--- src/mpi_mul64.sv ---
`default_nettype none
module mpi_mul64 (
   input  wire logic         clock,
   input  wire logic         reset,
   input  wire logic         start,
   input  wire logic [63:0]  a,
   input  wire logic [63:0]  b,
   output logic              done,
   output logic [127:0]      product
);
   logic [63:0]  a_ff, b_ff;
   logic [2:0]   step_ff;
   logic         busy_ff, pp_valid_ff, done_ff;
   logic [63:0]  pp_ff;
   logic [1:0]   shift_ff;
   logic [127:0] acc_ff;
   logic [31:0]  a_half, b_half;
   logic [127:0] acc_in;

   // step bit 1 picks the high half of a, bit 0 the high half of b
   always_comb begin
      a_half = step_ff[1] ? a_ff[63:32] : a_ff[31:0];
      b_half = step_ff[0] ? b_ff[63:32] : b_ff[31:0];
      acc_in = acc_ff + ({64'd0, pp_ff} << {shift_ff, 5'd0});
   end

   always_ff @(posedge clock) begin
      if (reset) begin
         busy_ff     <= 1'b0;
         done_ff     <= 1'b0;
         pp_valid_ff <= 1'b0;
         step_ff     <= '0;
      end else begin
         done_ff <= !start && busy_ff && step_ff[2];
         if (start) begin
            a_ff        <= a;
            b_ff        <= b;
            step_ff     <= '0;
            busy_ff     <= 1'b1;
            pp_valid_ff <= 1'b0;
            acc_ff      <= '0;
         end else if (busy_ff) begin
            if (pp_valid_ff) begin
               acc_ff <= acc_in;
            end
            if (step_ff[2]) begin
               busy_ff     <= 1'b0;
               pp_valid_ff <= 1'b0;
            end else begin
               pp_ff       <= a_half * b_half;
               shift_ff    <= {1'b0, step_ff[1]} + {1'b0, step_ff[0]};
               pp_valid_ff <= 1'b1;
               step_ff     <= step_ff + 3'd1;
            end
         end
      end
   end

   assign done    = done_ff;
   assign product = acc_ff;
endmodule
`default_nettype wire

--- config.mk ---
export PLATFORM = sky130hd
export DESIGN_NAME = mpi_mul64
export DESIGN_NICKNAME = d
export VERILOG_FILES = /design/src/mpi_mul64.sv
export SDC_FILE = /design/constraint.sdc
export NUM_CORES = 2
export LEC_CHECK = 0
export BUFFER_PORTS_ARGS = -buffer_cell sky130_fd_sc_hd__buf_2
export CORE_ASPECT_RATIO = 1.1
export CORE_UTILIZATION = 45
export CTS_CLUSTER_SIZE = 24
export DETAILED_ROUTE_END_ITERATION = 16
export SLEW_MARGIN = 20
export SYNTH_ARGS = -nofsm -noshare
export SYNTH_HDL_FRONTEND = slang
export SYNTH_SLANG_ARGS = --single-unit
--- constraint.sdc ---
create_clock -name clock -period 11.1 [get_ports clock]
set_clock_uncertainty 0.2 [all_clocks]
set_input_delay 0 -clock clock [delete_from_list [all_inputs] [get_ports clock]]
set_output_delay 0 -clock clock [all_outputs]
set_load 0.01 [all_outputs]
; ---- After elaboration in Yosys (flattened, before gate mapping)
; Index checks and enable logic that the tools add are counted.
[classes]
addsub = 3
multipliers = 1
shifts = 1
n_mux = 8
bitwise = 3
n_reduce_logical = 10
[op_table]
columns = operator, count
row1 = 2-to-1 mux 128 bit, 2
row2 = adder 128 bit, 1
row3 = left shift 64 x 7 -> 128 bit, 1
row4 = multiplier 32 x 32 -> 64 bit, 1
row5 = 2-to-1 mux 32 bit, 2
row6 = AND reduction 2 bit, 2
row7 = AND reduction 4 bit, 1
row8 = nonzero test 2 bit, 2
row9 = adder 3 x 1 -> 3 bit (second input constant), 1
row10 = 2-to-1 mux 1 bit, 3
row11 = 2-to-1 mux 3 bit, 1
row12 = inverter 1 bit, 3
row13 = AND reduction 3 bit, 1
row14 = adder 1 x 1 -> 2 bit, 1
row15 = logical AND 1 bit, 2
row16 = OR reduction 2 bit, 1
row17 = zero test 1 bit, 1
[totals]
regBits = 328
elab_cells = 36

; ---- Logic depth before layout (Yosys ltp)
[logic_depth]
ltp_word = 4
mapped_depth = 34
depth_no_buf = 30

; ---- Worst setup path after synthesis
; No wires, ideal clock.
[synth_timing]
path_type = register to register
from = reg step_ff[0]
to = reg pp_ff[63] (data pin)
setup_time_ps = 268
arrival_time_ps = 8616
t_required_ps = 10632
slack_ps = 2016
path_stages_with_launch = 31
path_cell_list = dfxtp_1 clkbuf_1 clkbuf_1 buf_1 mux2_2 nand2_1 fa_1 inv_1 fa_1 inv_1 fa_1 fa_1 inv_1 fa_1 fa_1 fa_1 inv_1 fa_1 inv_1 ha_1 a21o_1 a21o_1 a2111oi_2 o21ai_1 a21oi_1 o21bai_1 o311a_1 a211o_1 a21oi_4 mux2i_1 nor4b_2
[synth_via]
elab_chain_cells = 2
[synth_rtl]
columns = item, line_no
row1 = "start, declared", 12  ; logic [2:0] step_ff;
row2 = "start signal, assigned", 53  ; step_ff <= step_ff + 3'd1;
row3 = 2-to-1 mux 32 bit, 23  ; b_half = step_ff[0] ? b_ff[63:32] : b_ff[31:0];
row4 = multiplier 32 x 32 -> 64 bit, 50  ; pp_ff <= a_half * b_half;
row5 = "end signal, assigned", 50
row6 = "end, declared", 14  ; logic [63:0] pp_ff;
; No other way between the ends.
; A chain may end at the register's enable or synchronous reset.

; ---- Final worst setup path
[layout_timing]
from = reg step_ff[1]
to = reg pp_ff[63] (data pin)
[layout_via]
elab_chain_cells = 2
[layout_rtl]
columns = item, line_no
row1 = 2-to-1 mux 32 bit, 22  ; a_half = step_ff[1] ? a_ff[63:32] : a_ff[31:0];
row2 = multiplier 32 x 32 -> 64 bit, 50
; No other way between the ends.

==> impl_metrics.toml <==
[status]
status = "finished, final reports clean"

[routing]
routed_wl_um = 203000
drtAntennaViolNets = 0
num_vias = 44705
drtIter0Drc = 4088
avgViaCountPerCell = 5.73
drt_pass1_iterations = 6
avgRoutedWirePerCell_um = 26.0
drc = 0

[finish]
syn_to_final_growth_pct = 13.5
finalNonFillerCells = 7800
final_cell_mix = "943 x inv_1, 897 x fa_1, 882 x nor2_1"
nNetsFinal = 7646
layout-drive-gt1-share = 0.0943
fill_cells = 10879
fin_util = 0.515
final_common_cell = "inv_1"

[clock_network]
cts_tree = "yes"
clk_path_buf_depth = 3
clock_sinks = 328
root_buffer = "clkbuf_16"
cts.reportedPaths.clkPinSlew_ps = 70
cts_buffers = 41
clk_latency_ps = 640
ctsHtreeMaxLevel = 2

[global_route]
grt-ovfl-total = 0
grt_pass1_wl_um = 298000
antenna_found_initial = 4
globalRouteTotalUtil = 0.340
grt_pass1_vias = 46714
grt_max_degree = 83

[timing]
rsz0062_at_grt = "no"
min_period_ps = 9970
setup_viol = 0
max_clock_freq_mhz = 100
final.setup.tns_ps = 0
hold_viol = 0
drv_slew = 0
tightest_slew_ps = 1130
post-route-period-util = 0.898
slew_headroom = 0.222

[worst_setup_path]
endpoint_kind = "register"
cpMaxStageDelayCell = "dfxtp_4"
critPathMaxStageDelay_ps = 810
startpoint_type = "register"
crit_type = "register to register"
worst_ep_arrival_time_ps = 10130
path_max_fanout = 36
critPathRequiredTime_ps = 11260
critPathMostFrequentCell = "fa_1"

[run]
drv_cap = 0

[die]
die-height_um = 364
rows = 132
initial_core_util = 0.454
io_pins = 260
core_mm2 = 0.118
die_x_um = 331
dieArea_mm2 = 0.120

[synth]
yosys_warnings = 0
yosysTopAreaCellShare = 0.336
syn_avg_cell_area_um2 = 9.17
syn_inst = 5836
synth_nets = 7255
syn_area_mm2 = 0.0535
synth_seq_cells = 328
ys.flop_type = "edfxtp_1"
async_flop_share = 0
yosys.area.top_type = "fa_1"
synth_edf_count = 322
synth_cell_types = 90
synth_area_leaders = "fa_1 34%, edfxtp_1 18%, ha_1 9.1%, inv_1 6.6%, nor2_1 6.2%"
ys_seq_area_frac = 0.183

[min_path]
hold_path.class = "input pin to register"

[place]
io_buffers = 259
dp_cells = 7466
dp_hpwl_um = 161000
gp_congestion = 1.02
-- per-stage QoR --
| stage | setup WS [ps] | hold WS [ps] | instance area (um^2) |
|---|---|---|---|
| 4_1_cts | 1190 | 56.7 | 60600 |
| 3_3_place_gp | 1260 | -23.7 | 56700 |
| 5_1_grt | 823 | 114 | 60700 |
| 3_5_place_dp | 1220 | -21.9 | 56700 |
| 6_report | 1130 | 97.0 | 60700 |
| 2_1_floorplan | 2020 | -128 | 53500 |
-- what timing repair did --
action	in CTS	in global routing
endpoints found under the hold margin	217	0
gates resized for setup	0	0
setup buffers	0	0
hold buffers	259	0
-- cells in the mapped netlist, drive strengths merged (14+ instances only) --
cell and n:
edfxtp 322, nor2b 67, nor3 43, nor2 883, xnor2 108, a31oi 22, o31ai 16, a21oi 281
o21bai 61, nand3 34, o21a 20, ha 391, o211ai 16, o21ai 144, nand2 640, or3 14
fa 897, nand2b 14, a21o 96, and2 38, a211oi 15, mux2i 99, buf 49, a21boi 15
a22o 32, mux2 70, clkbuf 233, nand4 76, inv 943, xor2 61
-- flip-flops by register name, summed over array words and instances (netlist names) --
signal,flops
pp_ff,64
busy_ff,1
done,1
b_ff,64
product,128
pp_valid_ff,1
step_ff,3
a_ff,64
shift_ff,2
-- worst max-delay path: cells and delay by family (launching register included) --
kind	cells	cell delay (ps)
AOI/OAI and AO/OA	9	2180
adders and majority gates	9	4180
buffers and inverters	7	1280
DFF	1	810
muxes	2	780
and+or+nand+nor	2	190
-- per-layer routing --
metal / global-route usage / vias up / wire length (um)
met5: 0 / - / 28
met4: 0.220 / 4 / 16400
met1: 0.410 / 22147 / 74800
met3: 0.0696 / 659 / 18900
met2: 0.552 / 2461 / 92700
li1: - / 19434 / -
-- area by class of cell --
class                   instances  area [um^2]  share of cell area
clock inverters                26          274             0.00451
repair buffers                630         4730              0.0780
clock buffers                  47         1080              0.0178
multi-input cells            4283        39300               0.648
diodes                          2         5.00           0.0000825
well taps                    1541         1930              0.0318
flip-flops and latches        328         9800               0.161
inverters                     943         3540              0.0583
-- cell families after synthesis --
family,after synthesis,share of synthesized area
AND/OR/NAND/NOR,1874,0.148
flip-flops,328,0.183
adder cells (fa/ha/maj),1288,0.427
multiplexers,169,0.0333
XOR/XNOR,169,0.0277
buffers and inverters,1225,0.0869
AO/OA/AOI/OAI,783,0.0942
-- final timing paths --
check	from	end	slack, ps	depth (start not counted)
max	step_ff[1]	pp_ff[63]	1130	29
min	start	product[91]	100	3
max reg2reg	step_ff[1]	pp_ff[63]	1130	29
min reg2reg	step_ff[2]	done	320	2
Power is not shown: default switching activity piles up to over one toggle a cycle in this logic, so the estimate is an artifact.
