--- src/mpi_isqrt.sv ---
`default_nettype none
module mpi_isqrt (
   input  wire logic         clock,
   input  wire logic         reset,
   input  wire logic         start,
   input  wire logic [127:0] radicand,
   output logic              done,
   output logic [63:0]       root
);
   logic [127:0] rad_ff;
   logic [65:0]  rem_ff;
   logic [63:0]  root_ff;
   logic [6:0]   cnt_ff;
   logic         busy_ff, done_ff;
   logic [67:0]  rem_t, trial;
   logic         fits;

   // one result bit per cycle, two radicand bits brought down each step
   always_comb begin
      rem_t = {rem_ff, rad_ff[127:126]};
      trial = {2'b00, root_ff, 2'b01};
      fits  = (rem_t >= trial);
   end

   always_ff @(posedge clock) begin
      if (reset) begin
         busy_ff <= 1'b0;
         done_ff <= 1'b0;
         cnt_ff  <= '0;
      end else begin
         done_ff <= !start && busy_ff && (cnt_ff == 7'd63);
         if (start) begin
            rad_ff  <= radicand;
            rem_ff  <= '0;
            root_ff <= '0;
            cnt_ff  <= '0;
            busy_ff <= 1'b1;
         end else if (busy_ff) begin
            rad_ff  <= {rad_ff[125:0], 2'b00};
            rem_ff  <= fits ? 66'(rem_t - trial) : rem_t[65:0];
            root_ff <= {root_ff[62:0], fits};
            cnt_ff  <= cnt_ff + 7'd1;
            if (cnt_ff == 7'd63) begin
               busy_ff <= 1'b0;
            end
         end
      end
   end

   assign done = done_ff;
   assign root = root_ff;
endmodule
`default_nettype wire

--- config.mk ---
export PLATFORM = sky130hd
export DESIGN_NAME = mpi_isqrt
export DESIGN_NICKNAME = d
export VERILOG_FILES = /design/src/mpi_isqrt.sv
export SDC_FILE = /design/constraint.sdc
export NUM_CORES = 1
export LEC_CHECK = 0
export BUFFER_PORTS_ARGS = -buffer_cell sky130_fd_sc_hd__buf_2
export CORE_AREA = 2 2 178 145
export CTS_CLUSTER_SIZE = 14
export DETAILED_ROUTE_END_ITERATION = 6
export DIE_AREA = 0 0 180 147
export GPL_TIMING_DRIVEN = 0
export PLACE_DENSITY = 0.9
export SLEW_MARGIN = 20
export SYNTH_ARGS = -nofsm -noshare
export SYNTH_HDL_FRONTEND = slang
export SYNTH_SLANG_ARGS = --single-unit
export TNS_END_PERCENT = 10
--- constraint.sdc ---
create_clock -name clock -period 19.3 [get_ports clock]
set_input_delay 0.965 -clock clock [delete_from_list [all_inputs] [get_ports clock]]
set_output_delay 0.965 -clock clock [all_outputs]
set_load 0.02 [all_outputs]
# Yosys cells after proc, flatten, opt, wreduce, memory -nomap -nowiden
# Cells that the tools add are included.
[op_classes]
addsub = 2
reduce_logical = 6
n_eq_ne = 1
n_mux = 8
bitwise_logic = 1
n_lt_le_gt_ge = 1
[ops]
columns = ["operator", "count"]
rows = [
  ["two-way mux 128 bit", 2],
  ["two-way mux 66 bit", 2],
  [">= comparator 68 x 66 -> 1 bit", 1],
  ["subtractor 66 bit", 1],
  ["two-way mux 64 bit", 1],
  ["adder 7 x 1 -> 7 bit (second input constant)", 1],
  ["equality test 7 x 6 -> 1 bit (second input constant)", 1],
  ["two-way mux 1 bit", 3],
  ["logical AND 1 bit", 2],
  ["AND reduction 2 bit", 1],
  ["nonzero test 2 bit", 1],
  ["OR reduction 2 bit", 1],
  ["logical NOT 1 bit", 1],
  ["inverter 1 bit", 1],
]
[word_totals]
output_inout_bits = 65
input_bits = 131
reg_bits = 267
elab_cells = 25

# Logic depth before layout (Yosys ltp)
# Gate-level depths: netlist (run 1).
[logic_depth]
depth_word = 4
ltp_mapped = 15
ltp_nobuf = 13

# Worst setup path after synthesis (run 1)
# Ideal clock, no wire load.
[synth_path]
kind = "input -> register"
startpoint = "input start"
endpoint = "register rad_ff[0] (enable)"
arrival_ns = 12.243
required_ns = 18.418
path_slack_ns = 6.175
cell_stages = 4
setup_time_ns = 0.882
path_buffers = 2
cell_sequence = "clkbuf_1 -> clkbuf_1 -> nor2_1 -> nor2_1"
[synth_between]
elab_chain_len = 2
[synth_rtl]
columns = ["item", "line_no", "source"]
rows = [
  ["start, declared", "5", "input wire logic start,"],
  ["nonzero test 2 bit (no line)", "--", ""],
  ["AND reduction 2 bit (no line)", "--", ""],
  ["end signal, assigned", "33", "rad_ff <= radicand;"],
  ["end signal, assigned", "39", "rad_ff <= {rad_ff[125:0], 2'b00};"],
  ["end, declared", "10", "logic [127:0] rad_ff;"],
]
# Every way passes these cells.
# A chain may end at the register's enable or synchronous reset.

# Final worst setup path (run 1)
[layout_path]
startpoint = "register root_ff[8] (netlist: root[8])"
endpoint = "register rem_ff[62], data pin"
[layout_between]
elab_chain_len = 3
word_cells_on_any_way = 4
cone_classes = "add/sub (1); order compare (1); mux (2)"
[layout_rtl]
columns = ["item", "line_no", "source"]
rows = [
  ["start, declared", "12", "logic [63:0] root_ff;"],
  ["start signal, assigned", "41", "root_ff <= {root_ff[62:0], fits};"],
  ["subtractor 66 bit or >= comparator 68 x 66 -> 1 bit (tied branches)", "40, 22", ""],
  ["two-way mux 66 bit *", "40", "rem_ff <= fits ? 66'(rem_t - trial) : rem_t[65:0];"],
  ["two-way mux 66 bit *", "38", "end else if (busy_ff) begin"],
  ["end signal, assigned", "40", ""],
  ["end, declared", "11", "logic [65:0] rem_ff;"],
]
# Every way passes the cells marked *; elsewhere a longest branch is shown, timed or not. The select of a mux whose other input is x is not followed.

==> results of run 1 <==
cell type report:
class | count | area [um^2]
inverters | 90 | 338
well taps | 324 | 405
flip-flops and latches | 267 | 7930
diodes | 1 | 2.50
clock buffers | 35 | 801
multi-input cells | 981 | 6700
clock inverters | 17 | 199
fillers | 1794 | 6890
repair buffers | 204 | 1210
plain buffers | 73 | 323
synth_stat cells (31+ instances only):
cell        n  area [um^2]
edfxtp_1  258         7750
nand2_1   143          537
nor2_1    134          503
mux2_2    126         1420
a21oi_1   124          621
inv_1      90          338
ha_1       67          838
o21ai_0    59          295
clkbuf_1   46          173
nand4_1    37          231
xnor2_1    31          272
cell usage in the layout, fill, tap and decap left out, types with 21 or more instances in the layout:
cell / count
a211oi_1: 21
a21o_1: 24
a21oi_1: 124
buf_2: 213
clkbuf_1: 49
clkbuf_16: 31
edfxtp_1: 258
ha_1: 67
inv_1: 90
mux2_2: 126
nand2_1: 143
nand4_1: 37
nor2_1: 133
o21ai_0: 59
xnor2_1: 31
xor2_1: 24
flip-flops by register name, summed over array words and instances (netlist names):
signal and flops:
busy_ff 1, cnt_ff 7, done 1, rad_ff 128, rem_ff 66, root 64
cell families (layout without fill, tap and decap cells):
| family | Yosys count | in the layout |
|---|---|---|
| compound gates | 315 | 315 |
| xor+xnor | 55 | 55 |
| simple gates | 413 | 413 |
| fa+ha+maj | 67 | 67 |
| buf+inv | 163 | 419 |
| flops | 267 | 267 |
| mux | 131 | 131 |
| other cells | 0 | 1 |
tightest hold or removal path: stages, from the launching register on:
cell,delay [ns]
dfxtp_1,0.33
o21ai_0,0.08
a21oi_1,0.06
through the flow:
stage                     utilization [%]  cells  hold WS, ns  setup slack (ns)  power, mW
after floorplan                         -   1411        0.458              6.18       1.02
after global placement               67.2   1929        0.465              1.64       1.12
after detailed placement             68.2   1939        0.493             15.29       1.13
after CTS                            72.2   1991        0.504             15.30       1.71
after global routing                 72.2   1991        0.530             14.94       1.79
final                                72.2   1992        0.516             15.23       1.71
metal layers:
layer,vias to the layer above,track usage [%]
met4,0,9.72
met1,5828,43.1
met5,-,0
met3,112,5.23
li1,5638,-
met2,584,45.9
worst paths after layout:
path	end	start	cells after the start	slack (ns)
min reg2reg	cnt_ff[5]	cnt_ff[5]	2	0.52
max	rem_ff[62]	root[8]	12	15.23
max reg2reg	rem_ff[62]	root[8]	12	15.23
min	cnt_ff[5]	cnt_ff[5]	2	0.52
power by group through the flow:
| stage | clock, mW | combinational, mW | sequential (mW) |
|---|---|---|---|
| floorplan | 0 | 0.282 | 0.742 |
| global placement | 0 | 0.382 | 0.741 |
| detailed placement | 0 | 0.404 | 0.725 |
| CTS | 0.591 | 0.408 | 0.714 |
| global route | 0.613 | 0.455 | 0.718 |
| finish | 0.584 | 0.416 | 0.714 |
==> flow_metrics.tcl, run 1 <==
set metrics [dict create \
    synthXorXnorAreaFrac_pct 3.15 \
    fin_crit_ns 4.07 \
    min_path_type "flip-flop to flip-flop" \
    setup_tns_ns 0 \
    route.vias.total 12200 \
    start_kind "flip-flop" \
    grt_pass1_vias 12000 \
    die_x_um 180 \
    p_clk_share_pct 34.1 \
    slowest_delay_ns 0.45 \
    status "finished, final reports clean" \
    dr.max_layer_used "met4" \
    antenna_left 0 \
    clk_pin_slew_ns 0.08 \
    max_slew_margin_pct 43.5 \
    cts_tree "yes" \
    postCtsSetupBuffers 0 \
    crit_required_ns 19.62 \
    path_cells "inv_1 > ha_1 > nand2_1 > nor4_1 > o21ai_1 > a211oi_1 > o21ai_1 > o211ai_2 > a31oi_1 > o221ai_1 > a2111oi_0 > or3b_1" \
    drt-initial-drc-count 1212 \
    via_per_inst 6.11 \
    cp.arrival_ns 4.39 \
    insertion_delay_ns 0.57 \
    top_level_ports 196 \
    syn_nets 1609 \
    fin_crit_sh_pct 21.1 \
    hold_viol_final 0 \
    synth_compound_area_share_pct 13.0 \
    dr.pass1.iters 7 \
    placeableCoreArea_um2 24800 \
    grt_pass1_wl_um 63100 \
    synthSimpleGateAreaFrac_pct 12.6 \
    slew_viol_final 0 \
    cts_hold_buf 0 \
    async_flop_share_pct 0 \
    finalWirelength_um 40300 \
    synth.avg_cell_area_um2 10.8 \
    slowest_stage "ha_1" \
    muxShareOfSynthArea_pct 9.61 \
    start_util_pct 61.6 \
    p_leak_nw 7.19 \
    drt-met1-wl_um 17100 \
    dr_wl_met3_um 3560 \
    cp.buffers_inverters 1 \
    nets 1843 \
    clock_path_buffers 3 \
    max_freq_ghz 0.246 \
    ir_worst_vdd_v 0.0000743 \
    synth_top_flop_cell "edfxtp_1" \
    hpwl_um 29900 \
    numCtsBuffers 28 \
    worst_setup_path_end_kind "flip-flop" \
    seqPwrFrac_pct 41.7 \
    cts-root-buf "clkbuf_16" \
    antenna_found_initial 1 \
    crit_fanout 8 \
    synth_edf_count 258 \
    die_height_um 147 \
    drv_cap 0 \
    crit_family "compound AO/OA/AOI/OAI gates" \
    setup_viol 0 \
    worst_slew_pin_slew_ns 0.835 \
    grt-ovfl-total 0 \
    clock-sinks 267 \
    synth_area_um2 15300 \
    syn_to_final_growth_pct 17.2 \
    synthCells 1411 \
    portBuffers 194 \
    synth_fa_ha_area_share_pct 5.49 \
    power_density_nw_per_um2 95.8 \
    fp-row-count 52 \
    switching_share_pct 29.7 \
    p_sw_mw 0.509 \
    grt_usage_pct 29.8 \
    synth-seq-cells 267 \
    yosysWarnings 0 \
    die_area_um2 26500 \
    fin_skew_ns 0.0203 \
    met2WireLength_um 18100 \
    rsz0062_at_grt "false" \
    path_class "flip-flop to flip-flop" \
    design_area_um2 17900 \
    drc 0 \
    comb_power_share_pct 24.3 \
    cts_resized 0 \
    cts_max_level 1 \
    synth_top_family_by_area "compound AO/OA/AOI/OAI gates" \
    ys_types 73 \
    place_congestion 0.944 \
    internal-power_mw 1.21 \
    grt_max_degree 30 \
    ys_seq_area_share_pct 51.9 \
    cpMostUsedCell "o21ai_1" \
    layout-drive-gt1-share_pct 25.6 \
    wl_per_cell_um 20.2 \
    placed_cell_area_um2 16900 \
]
Note: power is estimated with default switching activity, not from simulation.
==> inputs of run 2 (changes only) <==
- CORE_AREA: 2 2 178 145 -> 2 2 193 157
- DIE_AREA: 0 0 180 147 -> 0 0 195 159
- PLACE_DENSITY: 0.9 -> 0.81
- clock period: 19.3 -> 3.7 ns (I/O delays scaled with it)
==> run 2 against run 1 <==
Effect of this change: sequential share of layout area down 3.3 points; count of clock-buffer cells in the layout up 5; core utilization down 5.5 points; critical path depth down 1; power rose to 5.2 times the previous value; global-route usage down 3.1 points; combinational power rose to 5.6 times the previous value; flip-flop and latch count unchanged; register-to-register slack worse by 15 ns; sequential power rose to 5.2 times the previous value; cell area up 8.1%; fmax up 14%.
==> flow_metrics.tcl, run 2 (synthesis gave the netlist of run 1 again) <==
set metrics [dict create \
    antenna_left 0 \
    hpwl_um 28900 \
    insertion_delay_ns 0.57 \
    p_leak_nw 7.73 \
    drt-initial-drc-count 1138 \
    dr.pass1.iters 5 \
    switching_share_pct 30.2 \
    setup_tns_ns 0 \
    insertedDiodeCount 0 \
    setup_viol 0 \
    fin_crit_sh_pct 96.8 \
    fin_crit_ns 3.58 \
    clock-sinks 267 \
    rsz0062_at_grt "true" \
    die_height_um 159 \
    antenna_found_initial 0 \
    power_density_nw_per_um2 463 \
    worst_setup_path_end_kind "flip-flop" \
    place_congestion 0.941 \
    grt_usage_pct 26.7 \
    setup.worst_path.start "rem_ff[13]" \
    seqPwrFrac_pct 41.6 \
    grt_pass1_wl_um 65400 \
    timing.hold.ws_ns 0.187 \
    mostFrequentLayoutCells "258 x edfxtp_1, 209 x buf_2, 142 x nand2_1" \
    use_met2_pct 42.3 \
    r2r-start "rem_ff[13]" \
    status "finished, final reports clean" \
    placed_cell_area_um2 17000 \
    wl_per_cell_um 19.6 \
    crit_required_ns 4.12 \
    finalWirelength_um 42500 \
    hold_viol_final 0 \
    max_slew_margin_pct 45.7 \
    internal-power_mw 6.25 \
    syn_to_final_growth_pct 26.7 \
    crit_end "rem_ff[55]" \
    portBuffers 194 \
    cts-root-buf "clkbuf_16" \
    design_area_um2 19400 \
    start_kind "flip-flop" \
    nets 1972 \
    finalPower_mw 8.95 \
    p_sw_mw 2.71 \
    via_per_inst 5.73 \
    slew_viol_final 0 \
    die_x_um 195 \
    grt_busiest_layer "met2" \
    fin_skew_ns 0.0111 \
    top_register "rad_ff" \
    placeableCoreArea_um2 29000 \
    start_util_pct 52.7 \
    min_path_type "input pin to flip-flop" \
    final_common_cell "edfxtp_1" \
    cp.arrival_ns 4.00 \
    cts_max_level 1 \
    grt-ovfl-total 0 \
    rr_worst_depth 11 \
    clock_path_buffers 3 \
    layout-drive-gt1-share_pct 24.9 \
    cts_tree "yes" \
    grt_max_degree 31 \
    r2r_setup_slack_ns 0.12 \
    grt_pass1_vias 12300 \
    top_level_ports 196 \
    drc 0 \
    clk_pin_slew_ns 0.06 \
    max_freq_ghz 0.279 \
    worst_slew_pin_slew_ns 0.815 \
    ir_worst_vdd_v 0.000362 \
    grt_use_met3_pct 4.72 \
    largest_reg_flops 128 \
    fillers 2221 \
    met1_usage_pct 37.9 \
    numCtsBuffers 28 \
    route.vias.total 12500 \
    worst_r2r_endpoint "rem_ff[55]" \
    path_class "flip-flop to flip-flop" \
    drv_cap 0 \
    comb_power_share_pct 25.9 \
    fp-row-count 56 \
    crit_fanout 7 \
    p_clk_share_pct 32.4 \
    die_area_um2 31000 \
]
-- run 2: cell count changes in the layout (fill, tap and decap cells not counted), moves of 3 or more --
cell / previous run / this run
clkinv_2: 7 / 3
buf_4: 6 / 12
clkbuf_8: 1 / 7
ha_2: 0 / 3
buf_2: 213 / 209
ha_1: 67 / 64
clkbuf_1: 49 / 46
o21ai_0: 59 / 56
dlygate4sd3_1: 0 / 129
-- run 2: area by class of cell --
class	count	area [um^2]	area share, %
plain buffers	69	352	1.82
multi-input cells	981	6820	35.2
inverters	90	338	1.75
well taps	377	472	2.44
repair buffers	337	2510	13.0
clock buffers	40	807	4.17
flip-flops and latches	267	7930	41.0
clock inverters	12	126	0.653
-- run 2: how the worst min path moves through the flow --
stage               slack (ns)   startpoint    endpoint  cells past startpoint
detailed placement        0.47  radicand[0]   rad_ff[0]                      2
global route              0.17        start  rem_ff[55]                      3
finish                    0.19        start  rem_ff[55]                      3
global placement          0.47    cnt_ff[6]   cnt_ff[6]                      2
CTS                       0.14        start  rem_ff[55]                      3
floorplan                 0.39  radicand[0]   rad_ff[0]                      1
-- run 2: repair_timing --
item / 4_1_cts / 5_1_grt
gates resized for setup: 10 / 20
setup endpoints to repair: 60 / 66
buffers inserted: 0 / 4
hold buffers: 129 / 0
pin swaps: 0 / 9
endpoints found under the hold margin: 129 / 0
-- run 2: per-layer routing --
metal,wire (um),share of wire [%],vias up
met5,0,0,-
met4,1210,2.9,0
met3,3300,7.8,88
met2,19600,46,513
met1,18400,43,5960
li1,-,-,5895
-- run 2: stage by stage --
step                      utilization, %  instances  worst slack [ns]
final                               66.7       2173             0.119
after CTS                           66.4       2173           -0.0180
after detailed placement            58.6       1992            -0.276
after floorplan                        -       1411             -1.03
after global placement              57.8       1982             -2.63
after global routing                66.7       2173           -0.0377
-- run 2: power by group through the flow --
| stage | Sequential (mW) | Combinational (mW) | Clock, mW |
|---|---|---|---|
| CTS | 3.72 | 2.23 | 2.93 |
| floorplan | 3.82 | 1.48 | 0 |
| global placement | 3.80 | 2.01 | 0 |
| finish | 3.73 | 2.32 | 2.90 |
| global route | 3.75 | 2.54 | 3.05 |
| detailed placement | 3.78 | 2.09 | 0 |
-- run 2: worst max-delay path: stages, from the launching register on --
cell	delay, ns
edfxtp_1	0.39
ha_1	0.30
buf_2	0.18
nand4_1	0.14
or3_1	0.38
or4_4	0.54
o21ai_4	0.27
a2111oi_2	0.16
o31ai_4	0.31
a31oi_1	0.20
or4_1	0.44
nand3_1	0.11
==> inputs of run 3 (changes only) <==
- ABC_AREA: not set -> 1
- CORE_AREA: 2 2 193 157 -> 2 2 204 166
- DIE_AREA: 0 0 195 159 -> 0 0 206 168
- PLACE_DENSITY: 0.81 -> 0.82
==> run 3 against run 2 <==
Effect of this change: flip-flop and latch count stayed put; core utilization shrank 1.3 points; largest cell class unchanged; clock power rose by 2%; largest power group unchanged.
==> flow_metrics.tcl, run 3 <==
set metrics [dict create \
    status "finished, final reports clean" \
    mostFrequentLayoutCells "1,063 x nand2_1, 382 x inv_1, 298 x nor2_1" \
    antenna_found_initial 2 \
    nets 2988 \
    insertion_delay_ns 0.61 \
    grt_pass1_vias 16700 \
    clock-sinks 267 \
    numCtsBuffers 28 \
    top_level_ports 196 \
    hold_end "rad_ff[63]" \
    ir_worst_vdd_v 0.000388 \
    r2r_setup_slack_ns 0.46 \
    finalPower_mw 9.35 \
    placeableCoreArea_um2 32900 \
    die_area_um2 34600 \
    place_inst 3063 \
    via_per_inst 5.43 \
    drv_cap 0 \
    p_leak_nw 11.1 \
    power_density_nw_per_um2 435 \
    syn_nets 2619 \
    fin_crit_sh_pct 87.5 \
    hpwl_um 39900 \
    rsz0062_at_grt "false" \
    async_flop_share_pct 0 \
    post-synth-top-count-cell "nand2_1" \
    postCtsSetupBuffers 0 \
    fin_skew_ns 0.0399 \
    synth.avg_cell_area_um2 7.17 \
    syn_to_final_growth_pct 23.9 \
    clock_path_buffers 3 \
    clk_pin_slew_ns 0.07 \
    yosysWarnings 0 \
    max_slew_margin_pct 21.1 \
    slew_viol_final 0 \
    synth_area_um2 17300 \
    worst_setup_path_end_kind "flip-flop" \
    cts_tree "yes" \
    r2r-start "root[1]" \
    die_x_um 206 \
    synth_top_area_cell "edfxtp_1" \
    grt_max_degree 23 \
    fp-row-count 60 \
    ys_types 39 \
    cts_hold_buf 131 \
    wl_per_cell_um 18.5 \
    drt-initial-drc-count 1987 \
    largest_reg_flops 128 \
    path_class "flip-flop to flip-flop" \
    worst_slew_pin_slew_ns 1.18 \
    start_kind "flip-flop" \
    fin_crit_ns 3.24 \
    grt-ovfl-total 0 \
    final_common_cell "nand2_1" \
    synth-seq-cells 267 \
    setup_viol 0 \
    synth_top_flop_cell "edfxtp_1" \
    max_freq_ghz 0.309 \
    cp.arrival_ns 3.55 \
    cts_max_level 1 \
    antenna_left 0 \
    rr_worst_depth 16 \
    crit_fanout 10 \
    portBuffers 194 \
    ys_seq_area_share_pct 45.7 \
    layout-drive-gt1-share_pct 10.3 \
    finalWirelength_um 60000 \
    yosys-top-cells-area "edfxtp_1 45%, nand2_1 23%, inv_1 8.3%, nor2_1 6.4%, ha_1 4.8%" \
    grt_pass1_wl_um 91800 \
    worst_r2r_endpoint "rem_ff[52]" \
    hold_depth 4 \
    holdCritStartpoint "radicand[63]" \
    min_path_type "input pin to flip-flop" \
    dr.pass1.iters 6 \
    cts_resized 0 \
    hold_viol_final 0 \
    drc 0 \
    cts-root-buf "clkbuf_16" \
    fillers 2563 \
    place_congestion 0.965 \
    route.vias.total 17600 \
    grt_usage_pct 34.3 \
    synth_top_area_share_pct 44.7 \
    stdcell_count 3247 \
    die_height_um 168 \
    top_register "rad_ff" \
    start_util_pct 52.8 \
    crit_required_ns 4.02 \
    synthCells 2421 \
    synth_edf_count 258 \
    synth_common_cells "1,063 x nand2_1, 383 x inv_1, 298 x nor2_1, 258 x edfxtp_1, 67 x ha_1" \
]
==> run 3: cell types whose count changed after synthesis, sizes merged, moves of 21 or more <==
cell / change
xnor2: -30
a211oi: -22
nand2: +926
a21oi: -67
mux2: -126
inv: +296
nor2: +170
a21o: -21
==> run 3: worst max-delay path by stage <==
stage	from	to	slack, ns	cells after the start
after floorplan	start	busy_ff	-1.67	6
after global placement	start	busy_ff	-3.43	6
after detailed placement	root[47]	rem_ff[52]	0.61	15
after CTS	root[1]	rem_ff[52]	0.57	16
after global routing	root[1]	rem_ff[52]	0.37	16
final	root[1]	rem_ff[52]	0.46	16
==> run 3: final cells by class <==
cell class / instances / area [um^2] / area share (%)
flip-flops and latches: 267 / 7930 / 36.9
multi-input cells: 1712 / 7690 / 35.8
repair buffers: 339 / 2630 / 12.2
inverters: 386 / 1450 / 6.76
clock buffers: 31 / 712 / 3.31
well taps: 434 / 543 / 2.53
plain buffers: 56 / 310 / 1.44
clock inverters: 21 / 228 / 1.06
diodes: 1 / 2.50 / 0.0116
==> run 3: stage by stage <==
step / instance area (um^2) / setup WS [ns] / setup TNS, ns / util, % / hold WS (ns)
5_1_grt: 21500 / 0.368 / 0 / 65.4 / 0.431
3_3_place_gp: 18900 / -3.43 / -845.89 / 57.5 / 0.456
4_1_cts: 21500 / 0.566 / 0 / 65.4 / 0.378
2_1_floorplan: 17400 / -1.67 / -409.16 / - / 0.358
6_report: 21500 / 0.463 / 0 / 65.4 / 0.407
3_5_place_dp: 19200 / 0.610 / 0 / 58.5 / 0.459
==> run 3: logic make-up after synthesis <==
group / count (synthesis) / synth area share (%)
simple gates: 1489 / 34.1
buf+inv: 442 / 10.0
flops: 267 / 45.7
compound gates: 124 / 3.75
fa+ha+maj: 67 / 4.83
xor+xnor: 32 / 1.62
==> run 3: report_power, final <==
part	internal [mW]	switching (mW)	total [mW]
logic	0.892	1.77	2.66
clock network	1.67	1.29	2.96
registers	3.62	0.114	3.73
total	6.18	3.18	9.35
==> run 3: metal layers <==
layer | global-route usage (%) | vias up | routed length (um)
li1 | - | 8239 | -
met1 | 47.1 | 8043 | 24600
met2 | 54.4 | 1187 | 26500
met3 | 7.82 | 174 | 6870
met4 | 10.0 | 0 | 2010
met5 | 0 | - | 0
==> run 3: worst max-delay path, stage by stage (launching register included) <==
cell and delay [ns]:
edfxtp_1 0.39, inv_1 0.10, ha_1 0.39, nand2_1 0.08
nand2_1 0.10, inv_1 0.05, nand2_1 0.19, nand4_1 0.13
nand3_1 0.27, nand2_1 0.19, nand3_2 0.16, nand2_2 0.11
nand2_8 0.18, inv_4 0.11, buf_6 0.17, nor2_1 0.20
nor2_1 0.09
